### config.mk
export PLATFORM = sky130hd
export DESIGN_NAME = text_time_sync_clock_unit
export DESIGN_NICKNAME = d
export VERILOG_FILES = /design/src/rtl/core/ttsc_pkg.sv /design/src/rtl/core/text_time_sync_clock_unit.sv
export SDC_FILE = /design/constraint.sdc
export NUM_CORES = 1
export LEC_CHECK = 0
export ABC_AREA = 1
export BUFFER_PORTS_ARGS = -buffer_cell sky130_fd_sc_hd__buf_4
export CORE_MARGIN = 3
export CORE_UTILIZATION = 56
export DETAILED_ROUTE_END_ITERATION = 8
export PLACE_DENSITY = 0.76
export REMOVE_ABC_BUFFERS = 1
export SYNTH_ARGS = -nofsm -noshare
export SYNTH_HDL_FRONTEND = slang
export SYNTH_SLANG_ARGS = --single-unit
### constraint.sdc
create_clock -name clk_i -period 3 [get_ports clk_i]
set_input_delay 0.6 -clock clk_i [delete_from_list [all_inputs] [get_ports clk_i]]
set_output_delay 0.6 -clock clk_i [all_outputs]
set_load 0.03 [all_outputs]
### src/rtl/core/ttsc_pkg.sv
// Shared types, constants and helper functions of the text time-sync clock.
package ttsc_pkg;

  localparam int unsigned WinLen = 14;

  localparam logic [7:0] FRAME_START = 8'hAA;
  localparam logic [7:0] ASCII_ZERO  = 8'h30;

  // Capture offsets, counted from the first keyword character
  localparam logic [6:0] YR_ARM        = 7'd5;
  localparam logic [6:0] YR_HOUR_TENS  = 7'd45;
  localparam logic [6:0] YR_HOUR_UNITS = 7'd46;
  localparam logic [6:0] YR_MIN_TENS   = 7'd57;
  localparam logic [6:0] YR_MIN_UNITS  = 7'd58;
  localparam logic [6:0] YR_SEC_TENS   = 7'd69;
  localparam logic [6:0] YR_SEC_UNITS  = 7'd70;
  localparam logic [3:0] WD_ARM        = 4'd11;
  localparam logic [3:0] WD_FIRST      = 4'd13;
  localparam logic [3:0] WD_LAST       = 4'd15;
  localparam logic [3:0] MD_ARM        = 4'd13;
  localparam logic [3:0] MD_UNITS      = 4'd15;

  localparam logic [7:0] SEC_MIN_LAST = 8'd59;
  localparam logic [7:0] HOUR_LAST    = 8'd23;

  // Found flags
  localparam int unsigned FLAG_TIME = 0;
  localparam int unsigned FLAG_WDAY = 1;
  localparam int unsigned FLAG_MDAY = 2;
  localparam logic [2:0]  FLAGS_ALL = 3'b111;

  // Weekday codes
  localparam logic [3:0] WDAY_MON     = 4'd0;
  localparam logic [3:0] WDAY_TUE     = 4'd1;
  localparam logic [3:0] WDAY_WED     = 4'd2;
  localparam logic [3:0] WDAY_THU     = 4'd3;
  localparam logic [3:0] WDAY_FRI     = 4'd4;
  localparam logic [3:0] WDAY_SAT     = 4'd5;
  localparam logic [3:0] WDAY_SUN     = 4'd6;
  localparam logic [3:0] WDAY_UNKNOWN = 4'd7;
  localparam logic [3:0] WDAY_NEVER   = 4'd8;

  // Letter sums of the three-letter day names
  localparam logic [9:0] SUM_MON = 10'h12A;
  localparam logic [9:0] SUM_TUE = 10'h12E;
  localparam logic [9:0] SUM_WED = 10'h120;
  localparam logic [9:0] SUM_THU = 10'h131;
  localparam logic [9:0] SUM_FRI = 10'h121;
  localparam logic [9:0] SUM_SAT = 10'h128;
  localparam logic [9:0] SUM_SUN = 10'h136;

  localparam logic [7:0] TPS_RESET = 8'd15;

  localparam logic [7:0] KW_YEAR [6] = '{"Y", "e", "a", "r", ":", " "};
  localparam logic [7:0] KW_WDAY [12] = '{"D", "a", "y", " ", "o", "f", " ",
                                          "w", "e", "e", "k", ":"};
  localparam logic [7:0] KW_MDAY [14] = '{"D", "a", "y", " ", "o", "f", " ",
                                          "M", "o", "n", "t", "h", ":", " "};

  typedef struct packed {
    logic       cmd;
    logic [7:0] rx_byte;
  } in_t;

  typedef struct packed {
    logic [7:0] hours;
    logic [7:0] minutes;
    logic [7:0] seconds;
    logic [3:0] weekday;
    logic [7:0] day_of_month;
    logic       frame_synced;
  } out_t;

  // Two ASCII digits to a value, modulo 256, no digit check
  function automatic logic [7:0] two_digits(logic [7:0] tens, logic [7:0] units);
    logic [7:0] t;
    logic [7:0] u;
    t = tens - ASCII_ZERO;
    u = units - ASCII_ZERO;
    return 8'((t << 3) + (t << 1) + u);
  endfunction

  function automatic logic [3:0] weekday_code(logic [9:0] sum);
    logic [3:0] code;
    case (sum)
      SUM_MON: code = WDAY_MON;
      SUM_TUE: code = WDAY_TUE;
      SUM_WED: code = WDAY_WED;
      SUM_THU: code = WDAY_THU;
      SUM_FRI: code = WDAY_FRI;
      SUM_SAT: code = WDAY_SAT;
      SUM_SUN: code = WDAY_SUN;
      default: code = WDAY_UNKNOWN;
    endcase
    return code;
  endfunction

endpackage

### src/rtl/core/text_time_sync_clock_unit.sv
// Each result beat is registered: into the result register, or into the skid while the output stalls.
// One beat per cycle while the input is not stalled; all state updates in a single pass of logic.
// A two-deep output buffer (result register plus skid) keeps input stall registered.
// Reset: asynchronous, active low; clock 00:00:00, weekday never set, day 1,
// window and captures cleared, prescaler limit 15.
module text_time_sync_clock_unit
  import ttsc_pkg::*;
(
  input  logic       clk_i,
  input  logic       rst_ni,
  input  logic       in_valid_i,
  output logic       in_stall_o,
  input  in_t        in_i,
  output logic       out_valid_o,
  input  logic       out_stall_i,
  output out_t       out_o,
  input  logic       cfg_valid_i,
  output logic       cfg_ready_o,
  input  logic [7:0] cfg_data_i
);

  logic [7:0] tps_q;
  logic [7:0] win_q [WinLen];
  logic [7:0] win_d [WinLen];
  logic [6:0] yoff_q, yoff_d;
  logic [3:0] wdoff_q, wdoff_d;
  logic [3:0] mdoff_q, mdoff_d;
  logic [9:0] sum_q, sum_d;
  logic [7:0] hold_q, hold_d;
  logic [2:0] flags_q, flags_d;
  logic [7:0] tick_q, tick_d;
  logic [7:0] hour_q, hour_d;
  logic [7:0] min_q, min_d;
  logic [7:0] sec_q, sec_d;
  logic [3:0] wday_q, wday_d;
  logic [7:0] mday_q, mday_d;

  logic       match_year, match_wday, match_mday;
  logic [7:0] b;
  logic       in_acc, out_free;
  out_t       res;

  logic       out_valid_q, skid_valid_q;
  out_t       out_q, skid_q;

  assign cfg_ready_o = 1'b1;
  assign b           = in_i.rx_byte;
  assign in_stall_o  = skid_valid_q;
  assign in_acc      = in_valid_i && !skid_valid_q;
  assign out_free    = !out_valid_q || !out_stall_i;

  always_comb begin
    win_d   = win_q;
    yoff_d  = yoff_q;
    wdoff_d = wdoff_q;
    mdoff_d = mdoff_q;
    sum_d   = sum_q;
    hold_d  = hold_q;
    flags_d = flags_q;
    tick_d  = tick_q;
    hour_d  = hour_q;
    min_d   = min_q;
    sec_d   = sec_q;
    wday_d  = wday_q;
    mday_d  = mday_q;
    match_year = 1'b0;
    match_wday = 1'b0;
    match_mday = 1'b0;

    if (in_i.cmd) begin
      // prescaler, then carry through seconds, minutes, hours
      if (tick_q != tps_q) begin
        tick_d = tick_q + 8'd1;
      end else begin
        tick_d = '0;
        if (sec_q != SEC_MIN_LAST) begin
          sec_d = sec_q + 8'd1;
        end else begin
          sec_d = '0;
          if (min_q != SEC_MIN_LAST) begin
            min_d = min_q + 8'd1;
          end else begin
            min_d  = '0;
            hour_d = (hour_q == HOUR_LAST) ? 8'd0 : hour_q + 8'd1;
          end
        end
      end
    end else if (b == FRAME_START) begin
      for (int i = 0; i < WinLen; i++) begin
        win_d[i] = '0;
      end
      yoff_d  = '0;
      wdoff_d = '0;
      mdoff_d = '0;
      sum_d   = '0;
      flags_d = '0;
    end else begin
      if (yoff_q != '0) begin
        yoff_d = yoff_q + 7'd1;
        if (yoff_d == YR_HOUR_TENS || yoff_d == YR_MIN_TENS || yoff_d == YR_SEC_TENS) begin
          hold_d = b;
        end else if (yoff_d == YR_HOUR_UNITS) begin
          hour_d = two_digits(hold_q, b);
        end else if (yoff_d == YR_MIN_UNITS) begin
          min_d = two_digits(hold_q, b);
        end else if (yoff_d == YR_SEC_UNITS) begin
          sec_d              = two_digits(hold_q, b);
          flags_d[FLAG_TIME] = 1'b1;
          yoff_d             = '0;
        end
      end

      if (wdoff_q != '0) begin
        wdoff_d = wdoff_q + 4'd1;
        if (wdoff_d >= WD_FIRST) begin
          sum_d = sum_q + {2'b00, b};
          if (wdoff_d == WD_LAST) begin
            wday_d             = weekday_code(sum_d);
            flags_d[FLAG_WDAY] = 1'b1;
            wdoff_d            = '0;
          end
        end
      end

      if (mdoff_q != '0) begin
        mdoff_d = mdoff_q + 4'd1;
        if (mdoff_d == MD_UNITS) begin
          mday_d             = two_digits(win_q[0], b);
          flags_d[FLAG_MDAY] = 1'b1;
          mdoff_d            = '0;
        end
      end

      // shift the window, newest byte at index 0
      win_d[0] = b;
      for (int i = 1; i < WinLen; i++) begin
        win_d[i] = win_q[i-1];
      end

      match_year = 1'b1;
      for (int j = 0; j < 6; j++) begin
        if (win_d[5-j] != KW_YEAR[j]) match_year = 1'b0;
      end
      match_wday = 1'b1;
      for (int j = 0; j < 12; j++) begin
        if (win_d[11-j] != KW_WDAY[j]) match_wday = 1'b0;
      end
      match_mday = 1'b1;
      for (int j = 0; j < 14; j++) begin
        if (win_d[13-j] != KW_MDAY[j]) match_mday = 1'b0;
      end

      // ignore new matches once the frame is synced
      if (flags_d != FLAGS_ALL) begin
        if (match_year) yoff_d = YR_ARM;
        if (match_wday) begin
          wdoff_d = WD_ARM;
          sum_d   = '0;
        end
        if (match_mday) mdoff_d = MD_ARM;
      end
    end

    res.hours        = hour_d;
    res.minutes      = min_d;
    res.seconds      = sec_d;
    res.weekday      = wday_d;
    res.day_of_month = mday_d;
    res.frame_synced = (flags_d == FLAGS_ALL);
  end

  always_ff @(posedge clk_i or negedge rst_ni) begin
    if (!rst_ni) begin
      tps_q <= TPS_RESET;
    end else if (cfg_valid_i) begin
      tps_q <= cfg_data_i;
    end
  end

  always_ff @(posedge clk_i or negedge rst_ni) begin
    if (!rst_ni) begin
      for (int i = 0; i < WinLen; i++) begin
        win_q[i] <= '0;
      end
      yoff_q  <= '0;
      wdoff_q <= '0;
      mdoff_q <= '0;
      sum_q   <= '0;
      hold_q  <= '0;
      flags_q <= '0;
      tick_q  <= '0;
      hour_q  <= '0;
      min_q   <= '0;
      sec_q   <= '0;
      wday_q  <= WDAY_NEVER;
      mday_q  <= 8'd1;
    end else if (in_acc) begin
      win_q   <= win_d;
      yoff_q  <= yoff_d;
      wdoff_q <= wdoff_d;
      mdoff_q <= mdoff_d;
      sum_q   <= sum_d;
      hold_q  <= hold_d;
      flags_q <= flags_d;
      tick_q  <= tick_d;
      hour_q  <= hour_d;
      min_q   <= min_d;
      sec_q   <= sec_d;
      wday_q  <= wday_d;
      mday_q  <= mday_d;
    end
  end

  // Output register with skid stage
  always_ff @(posedge clk_i or negedge rst_ni) begin
    if (!rst_ni) begin
      out_valid_q  <= 1'b0;
      skid_valid_q <= 1'b0;
    end else if (out_free) begin
      if (skid_valid_q) begin
        out_valid_q  <= 1'b1;
        skid_valid_q <= 1'b0;
      end else begin
        out_valid_q <= in_acc;
      end
    end else if (in_acc) begin
      skid_valid_q <= 1'b1;
    end
  end

  always_ff @(posedge clk_i) begin
    if (out_free) begin
      if (skid_valid_q) begin
        out_q <= skid_q;
      end else if (in_acc) begin
        out_q <= res;
      end
    end else if (in_acc) begin
      skid_q <= res;
    end
  end

  assign out_valid_o = out_valid_q;
  assign out_o       = out_q;

endmodule

=== Word level (Yosys, flattened, before mapping) ===
Cells that the tools add are included.

* Output and inout bits: 40
* Input port bits: 22
* Logic and storage cells: 252
* Flip-flop bits (word level): 267

* Bitwise operators: 3
* Muxes and demuxes: 124
* $add $sub $neg: 15
* Reduce and logical (&&, ||, !) cells: 17
* Order comparisons: 1
* Equal/unequal tests: 52

{| class="wikitable"
|+ Operators with widths
! cell !! number
|-
| $mux W8 || 32
|-
| $ne A8 B7 Y1 const B || 23
|-
| $mux W112 || 1
|-
| $mux W37 || 2
|-
| $ne A8 B6 Y1 const B || 9
|-
| $eq A10 B9 Y1 const B || 7
|-
| $mux W4 || 16
|-
| $mux W1 || 57
|-
| $mux W7 || 8
|-
| $mux W10 || 5
|-
| $add A8 B1 Y8 const B || 4
|-
| $add A8 B8 Y8 || 4
|-
| $eq A7 B6 Y1 const B || 4
|-
| $pmux W3 S7 || 1
|-
| $eq A7 B7 Y1 const B || 2
|-
| $sub A7 B6 Y7 const B || 2
|-
| $add A10 B8 Y10 || 1
|-
| $add A4 B1 Y4 const B || 2
|-
| $eq A4 B4 Y1 const B || 2
|-
| $eq A8 B5 Y1 const B || 1
|-
| $eq A8 B8 Y1 const B || 1
|-
| $ne A8 B8 Y1 || 1
|-
| $reduce_and A2 Y1 || 4
|-
| $reduce_bool A4 Y1 || 2
|-
| 13 further kinds || 21
|}

=== Depth between registers and ports, before layout ===
* Word-level depth: 20
* Gate-level depth with buffers: 17
* Mapped depth without buffers: 17

=== Worst setup path before layout ===
No wires, ideal clock.

* Kind: register to register
* From: register skid_valid_q (netlist: in_stall_o)
* To: register out_q, in the netlist out_o[0], enable pin
* Period minus slack after synthesis: 3.227 ns
* Data arrival time: 2.783 ns
* Stages on the path, launching flop included: 4
* Setup slack: -0.227 ns
* Path through: dfrtp_1 -> clkbuf_1 -> nor2_1 -> a21oi_1

* Longest elaborated chain between the ends: 4

{| class="wikitable"
|+ Ends and longest elaborated chain
! what !! RTL line !! text
|-
| start, declared || text_time_sync_clock_unit.sv:43 || <nowiki>logic out_valid_q, skid_valid_q;</nowiki>
|-
| start signal, assigned || text_time_sync_clock_unit.sv:218 || <nowiki>skid_valid_q <= 1'b0;</nowiki>
|-
| start signal, assigned || text_time_sync_clock_unit.sv:222 || <nowiki>skid_valid_q <= 1'b0;</nowiki>
|-
| start signal, assigned || text_time_sync_clock_unit.sv:227 || <nowiki>skid_valid_q <= 1'b1;</nowiki>
|-
| $logic_not A1 Y1 || text_time_sync_clock_unit.sv:49 || <nowiki>assign in_acc = in_valid_i && !skid_valid_q;</nowiki>
|-
| $logic_and A1 B1 Y1 || text_time_sync_clock_unit.sv:49 ||
|-
| $reduce_bool A2 Y1 (no line) (*) || n/a ||
|-
| $reduce_and A2 Y1 (no line) (*) || n/a ||
|-
| end signal, assigned || text_time_sync_clock_unit.sv:234 || <nowiki>out_q <= skid_q;</nowiki>
|-
| end signal, assigned || text_time_sync_clock_unit.sv:236 || <nowiki>out_q <= res;</nowiki>
|-
| end, declared || text_time_sync_clock_unit.sv:44 || <nowiki>out_t out_q, skid_q;</nowiki>
|}

Every way passes the cells marked *; elsewhere a longest branch is shown, timed or not.
A chain may end at the register's enable or synchronous reset.

==> flow_metrics.env <==
export IMPL_antenna_found_initial=0
export IMPL_rsz_0062_raised_after_global_routing="no"
export IMPL_path_common_cell="nand2_1"
export IMPL_final_setup_tns_ns=0
export IMPL_final_min_period_ns=2.77
export IMPL_synth_xor_area_frac=0.0171
export IMPL_fin_worst_skew_ns=0.0177
export IMPL_core_area_um2=24700
export IMPL_leakagePower_nw=7.88
export IMPL_critPathRequiredTime_ns=3.30
export IMPL_final_critical_path_setup_slack_ns=0.233
export IMPL_cts_htree_levels=1
export IMPL_grt_first_pass_wirelength_mm=57.2
export IMPL_synth_top_family_by_area="simple AND/OR/NAND/NOR gates"
export IMPL_io_buffer_count=60
export IMPL_summed_instance_area_of_the_synthesized_netlist_um2=14300
export IMPL_wp_data_arrival_ns=3.07
export IMPL_synth_area_in_adders=0.0514
export IMPL_timing_critical_path_slowest_cell_delay_ns=0.46
export IMPL_ys_seq_area_frac=0.495
export IMPL_syn_inst=1712
export IMPL_final_core_density=0.660
export IMPL_clk_root_buffer_cell="clkbuf_16"
export IMPL_fillers=2070
export IMPL_cp_top_family="adder cells"
export IMPL_min_period_over_period=0.922
export IMPL_grt_max_degree=108
export IMPL_yosysWarnings=0
export IMPL_layout_drive_gt1_share=0.107
export IMPL_fin_max_slew_vios=0
export IMPL_crit_chain="ha_1 > fa_1 > ha_1 > nand2_1 > inv_1 > nand3_1 > nand3_1 > nand3_1 > nand2_1 > nand4_1 > nand3_1 > nand2_1 > nand2_1 > nand2_1"
export IMPL_async_reset_ff_frac=0.723
export IMPL_post_route_drc_count=0
export IMPL_max_slew_margin=0.299
export IMPL_floorplan_rows=57
export IMPL_first_global_vias=11700
export IMPL_simple_logic_cell_fraction_of_the_synthesized_area=0.259
export IMPL_kind_of_end_point_of_the_critical_path="register"
export IMPL_synth_area_mux_share=0.00158
export IMPL_setup_violations=0
export IMPL_start_kind="register"
export IMPL_power_density_cell_area_nw_per_um2=765
export IMPL_synth_edf_count=74
export IMPL_grt_overflow_total=0
export IMPL_fin_hold_ws_ns=0.0463
export IMPL_clk_pin_slew_worst_setup_hold_paths_ns=0.06
export IMPL_cp_num_buf_inv=1
export IMPL_max_cap_violations=0
export IMPL_start_util=0.578
export IMPL_setup_worst_path_class="reg2reg"
export IMPL_max_vdd_ir_drop_v=0.000651
export IMPL_route_antenna_remaining_nets=0
export IMPL_vias=12000
export IMPL_clock_insertion_delay_worst_skew_ns=0.55
export IMPL_compound_cell_area_share_of_the_yosys_netlist=0.0926
export IMPL_clock_buffer_count_from_cts=28
export IMPL_synthesized_area_per_cell_um2=8.33
export IMPL_synthDistinctLibCells=50
export IMPL_floorplan_die_area_um2=27400
export IMPL_crit_path_top_delay_cell="fa_1"
export IMPL_nNetsFinal=1864
export IMPL_cts_tree="yes"
export IMPL_top_level_ports=62
export IMPL_post_drt_wl_per_cell_um=16.1
export IMPL_drt_pass1_iter_count=5
export IMPL_power_total_mw=12.4
export IMPL_detailedPlacementHpwl_mm=23.4
export IMPL_clock_sinks=267
export IMPL_seqCellArea_um2=7060
export IMPL_dr_vias_cell=5.61
export IMPL_drt_initial_drc_count=1004
export IMPL_die_width_um=166
export IMPL_ys_ff_latch=267
export IMPL_post_placement_worst_setup_slack_ns=-0.336
export IMPL_chipHeight_um=166
export IMPL_cts_post_setup_buffers_inserted=0
export IMPL_final_hold_viol_count=0
export IMPL_critical_path_peak_fanout=4
export IMPL_synth_flop_cell="dfrtp_1"
export IMPL_hold_path_class="in2async"
export IMPL_status="finished, final reports clean"
export IMPL_place_congestion=0.953
export IMPL_area_growth_syn_to_layout_pct=14.2
export IMPL_route_final_wire_length_mm=34.4
export IMPL_clock_tree_buffer_depth=3
export IMPL_grtUsageTotal=0.258
export IMPL_multi_input_area_um2=6060
export IMPL_diode_insertion_count_for_antenna_repair=0
export IMPL_fmax_mhz=361
export IMPL_tightest_slew_ns=1.05
through the flow:
stage / instance area [um2] / instances
floorplan: 14000 / 1653
global placement: 15300 / 2084
detailed placement: 15300 / 2084
CTS: 16300 / 2136
global route: 16300 / 2136
finish: 16300 / 2136
layer usage:
layer	GRT usage	routed length, um	vias to the layer above
met1	0.358	14900	5709
met4	0.0828	935	0
li1	-	-	5839
met3	0.0294	1910	69
met5	0	0	-
met2	0.426	16600	373
layout make-up:
cell class                 instances  area share
clock buffer                      32      0.0446
clock inverter                    20      0.0148
inverter                         244      0.0563
multi-input combinational       1142       0.372
sequential                       267       0.434
tap                              324      0.0249
timing repair buffer             107      0.0536
worst register-to-register path, delay by kind of cell (launching register included):
kind / cells / cell delay, ns
and+or+nand+nor: 10 / 0.89
adders and majority gates: 3 / 1.14
DFF: 1 / 0.43
buffers and inverters: 1 / 0.07
cells in the final DEF, fill, tap and decap left out, types with 49 or more instances in the layout:
cell type,instances
nand3_1,129
o22ai_1,96
inv_1,240
nand2_1,476
buf_4,101
nand4_1,49
nor2_1,78
edfxtp_1,74
dfrtp_1,187
o21ai_0,87
power by group:
| group | switching [mW] | internal, mW | total, mW |
|---|---|---|---|
| Sequential | 0.543 | 4.53 | 5.07 |
| Combinational | 2.32 | 1.44 | 3.77 |
| Clock | 1.44 | 2.17 | 3.61 |
registers in the layout (all words and copies together), names as in the netlist, 8 cells and up:
| register | flops |
|---|---|
| sum_q | 10 |
| sec_q | 8 |
| skid_q | 37 |
| hour_q | 8 |
| out_o | 37 |
| win_q | 104 |
| tick_q | 8 |
| min_q | 8 |
| mday_q | 8 |
| tps_q | 8 |
synth_stat cells, drive strengths merged (7+ instances only):
cell    number  area share
o21ai       89       0.031
nand2      484        0.13
xor2        17       0.011
o211ai       7      0.0040
edfxtp      74        0.16
nand3      132       0.047
a21oi       26      0.0091
xnor2       10      0.0061
nand3b       9      0.0056
dfrtp      187        0.33
nor4        31       0.014
nor3        29       0.011
fa          11       0.015
buf         26      0.0097
ha          41       0.036
nand4       49       0.022
inv        244       0.064
nor2        84       0.024
o22ai       96       0.042
clkbuf      33      0.0088
cells by family after synthesis:
group / after synthesis
simple gates: 830
buf+inv: 303
mux: 2
fa+ha+maj: 52
xor+xnor: 27
other cells: 1
flops: 267
compound gates: 230
what timing repair did:
| item | CTS | global route |
|---|---|---|
| endpoints found under the hold margin | 0 | 0 |
| hold buffers | 0 | 0 |
| gates resized for setup | 0 | 3 |
| endpoints found under the setup margin | 0 | 9 |
path summary, 6_finish.rpt:
path                          startpoint        end  slack [ns]  cells after the start
setup / recovery               hold_q[4]  out_o[20]        0.23                     14
hold / removal                    rst_ni  win_q[55]        0.05                      1
setup reg to reg               hold_q[4]  out_o[20]        0.23                     14
hold reg to reg                wday_q[2]  wday_q[2]        0.47                      2
max in group asynchronous         rst_ni  wday_q[0]        2.16                      2
min in group clk_i         cfg_data_i[6]   tps_q[6]        0.26                      3
Power figures use the tool's default switching activity.
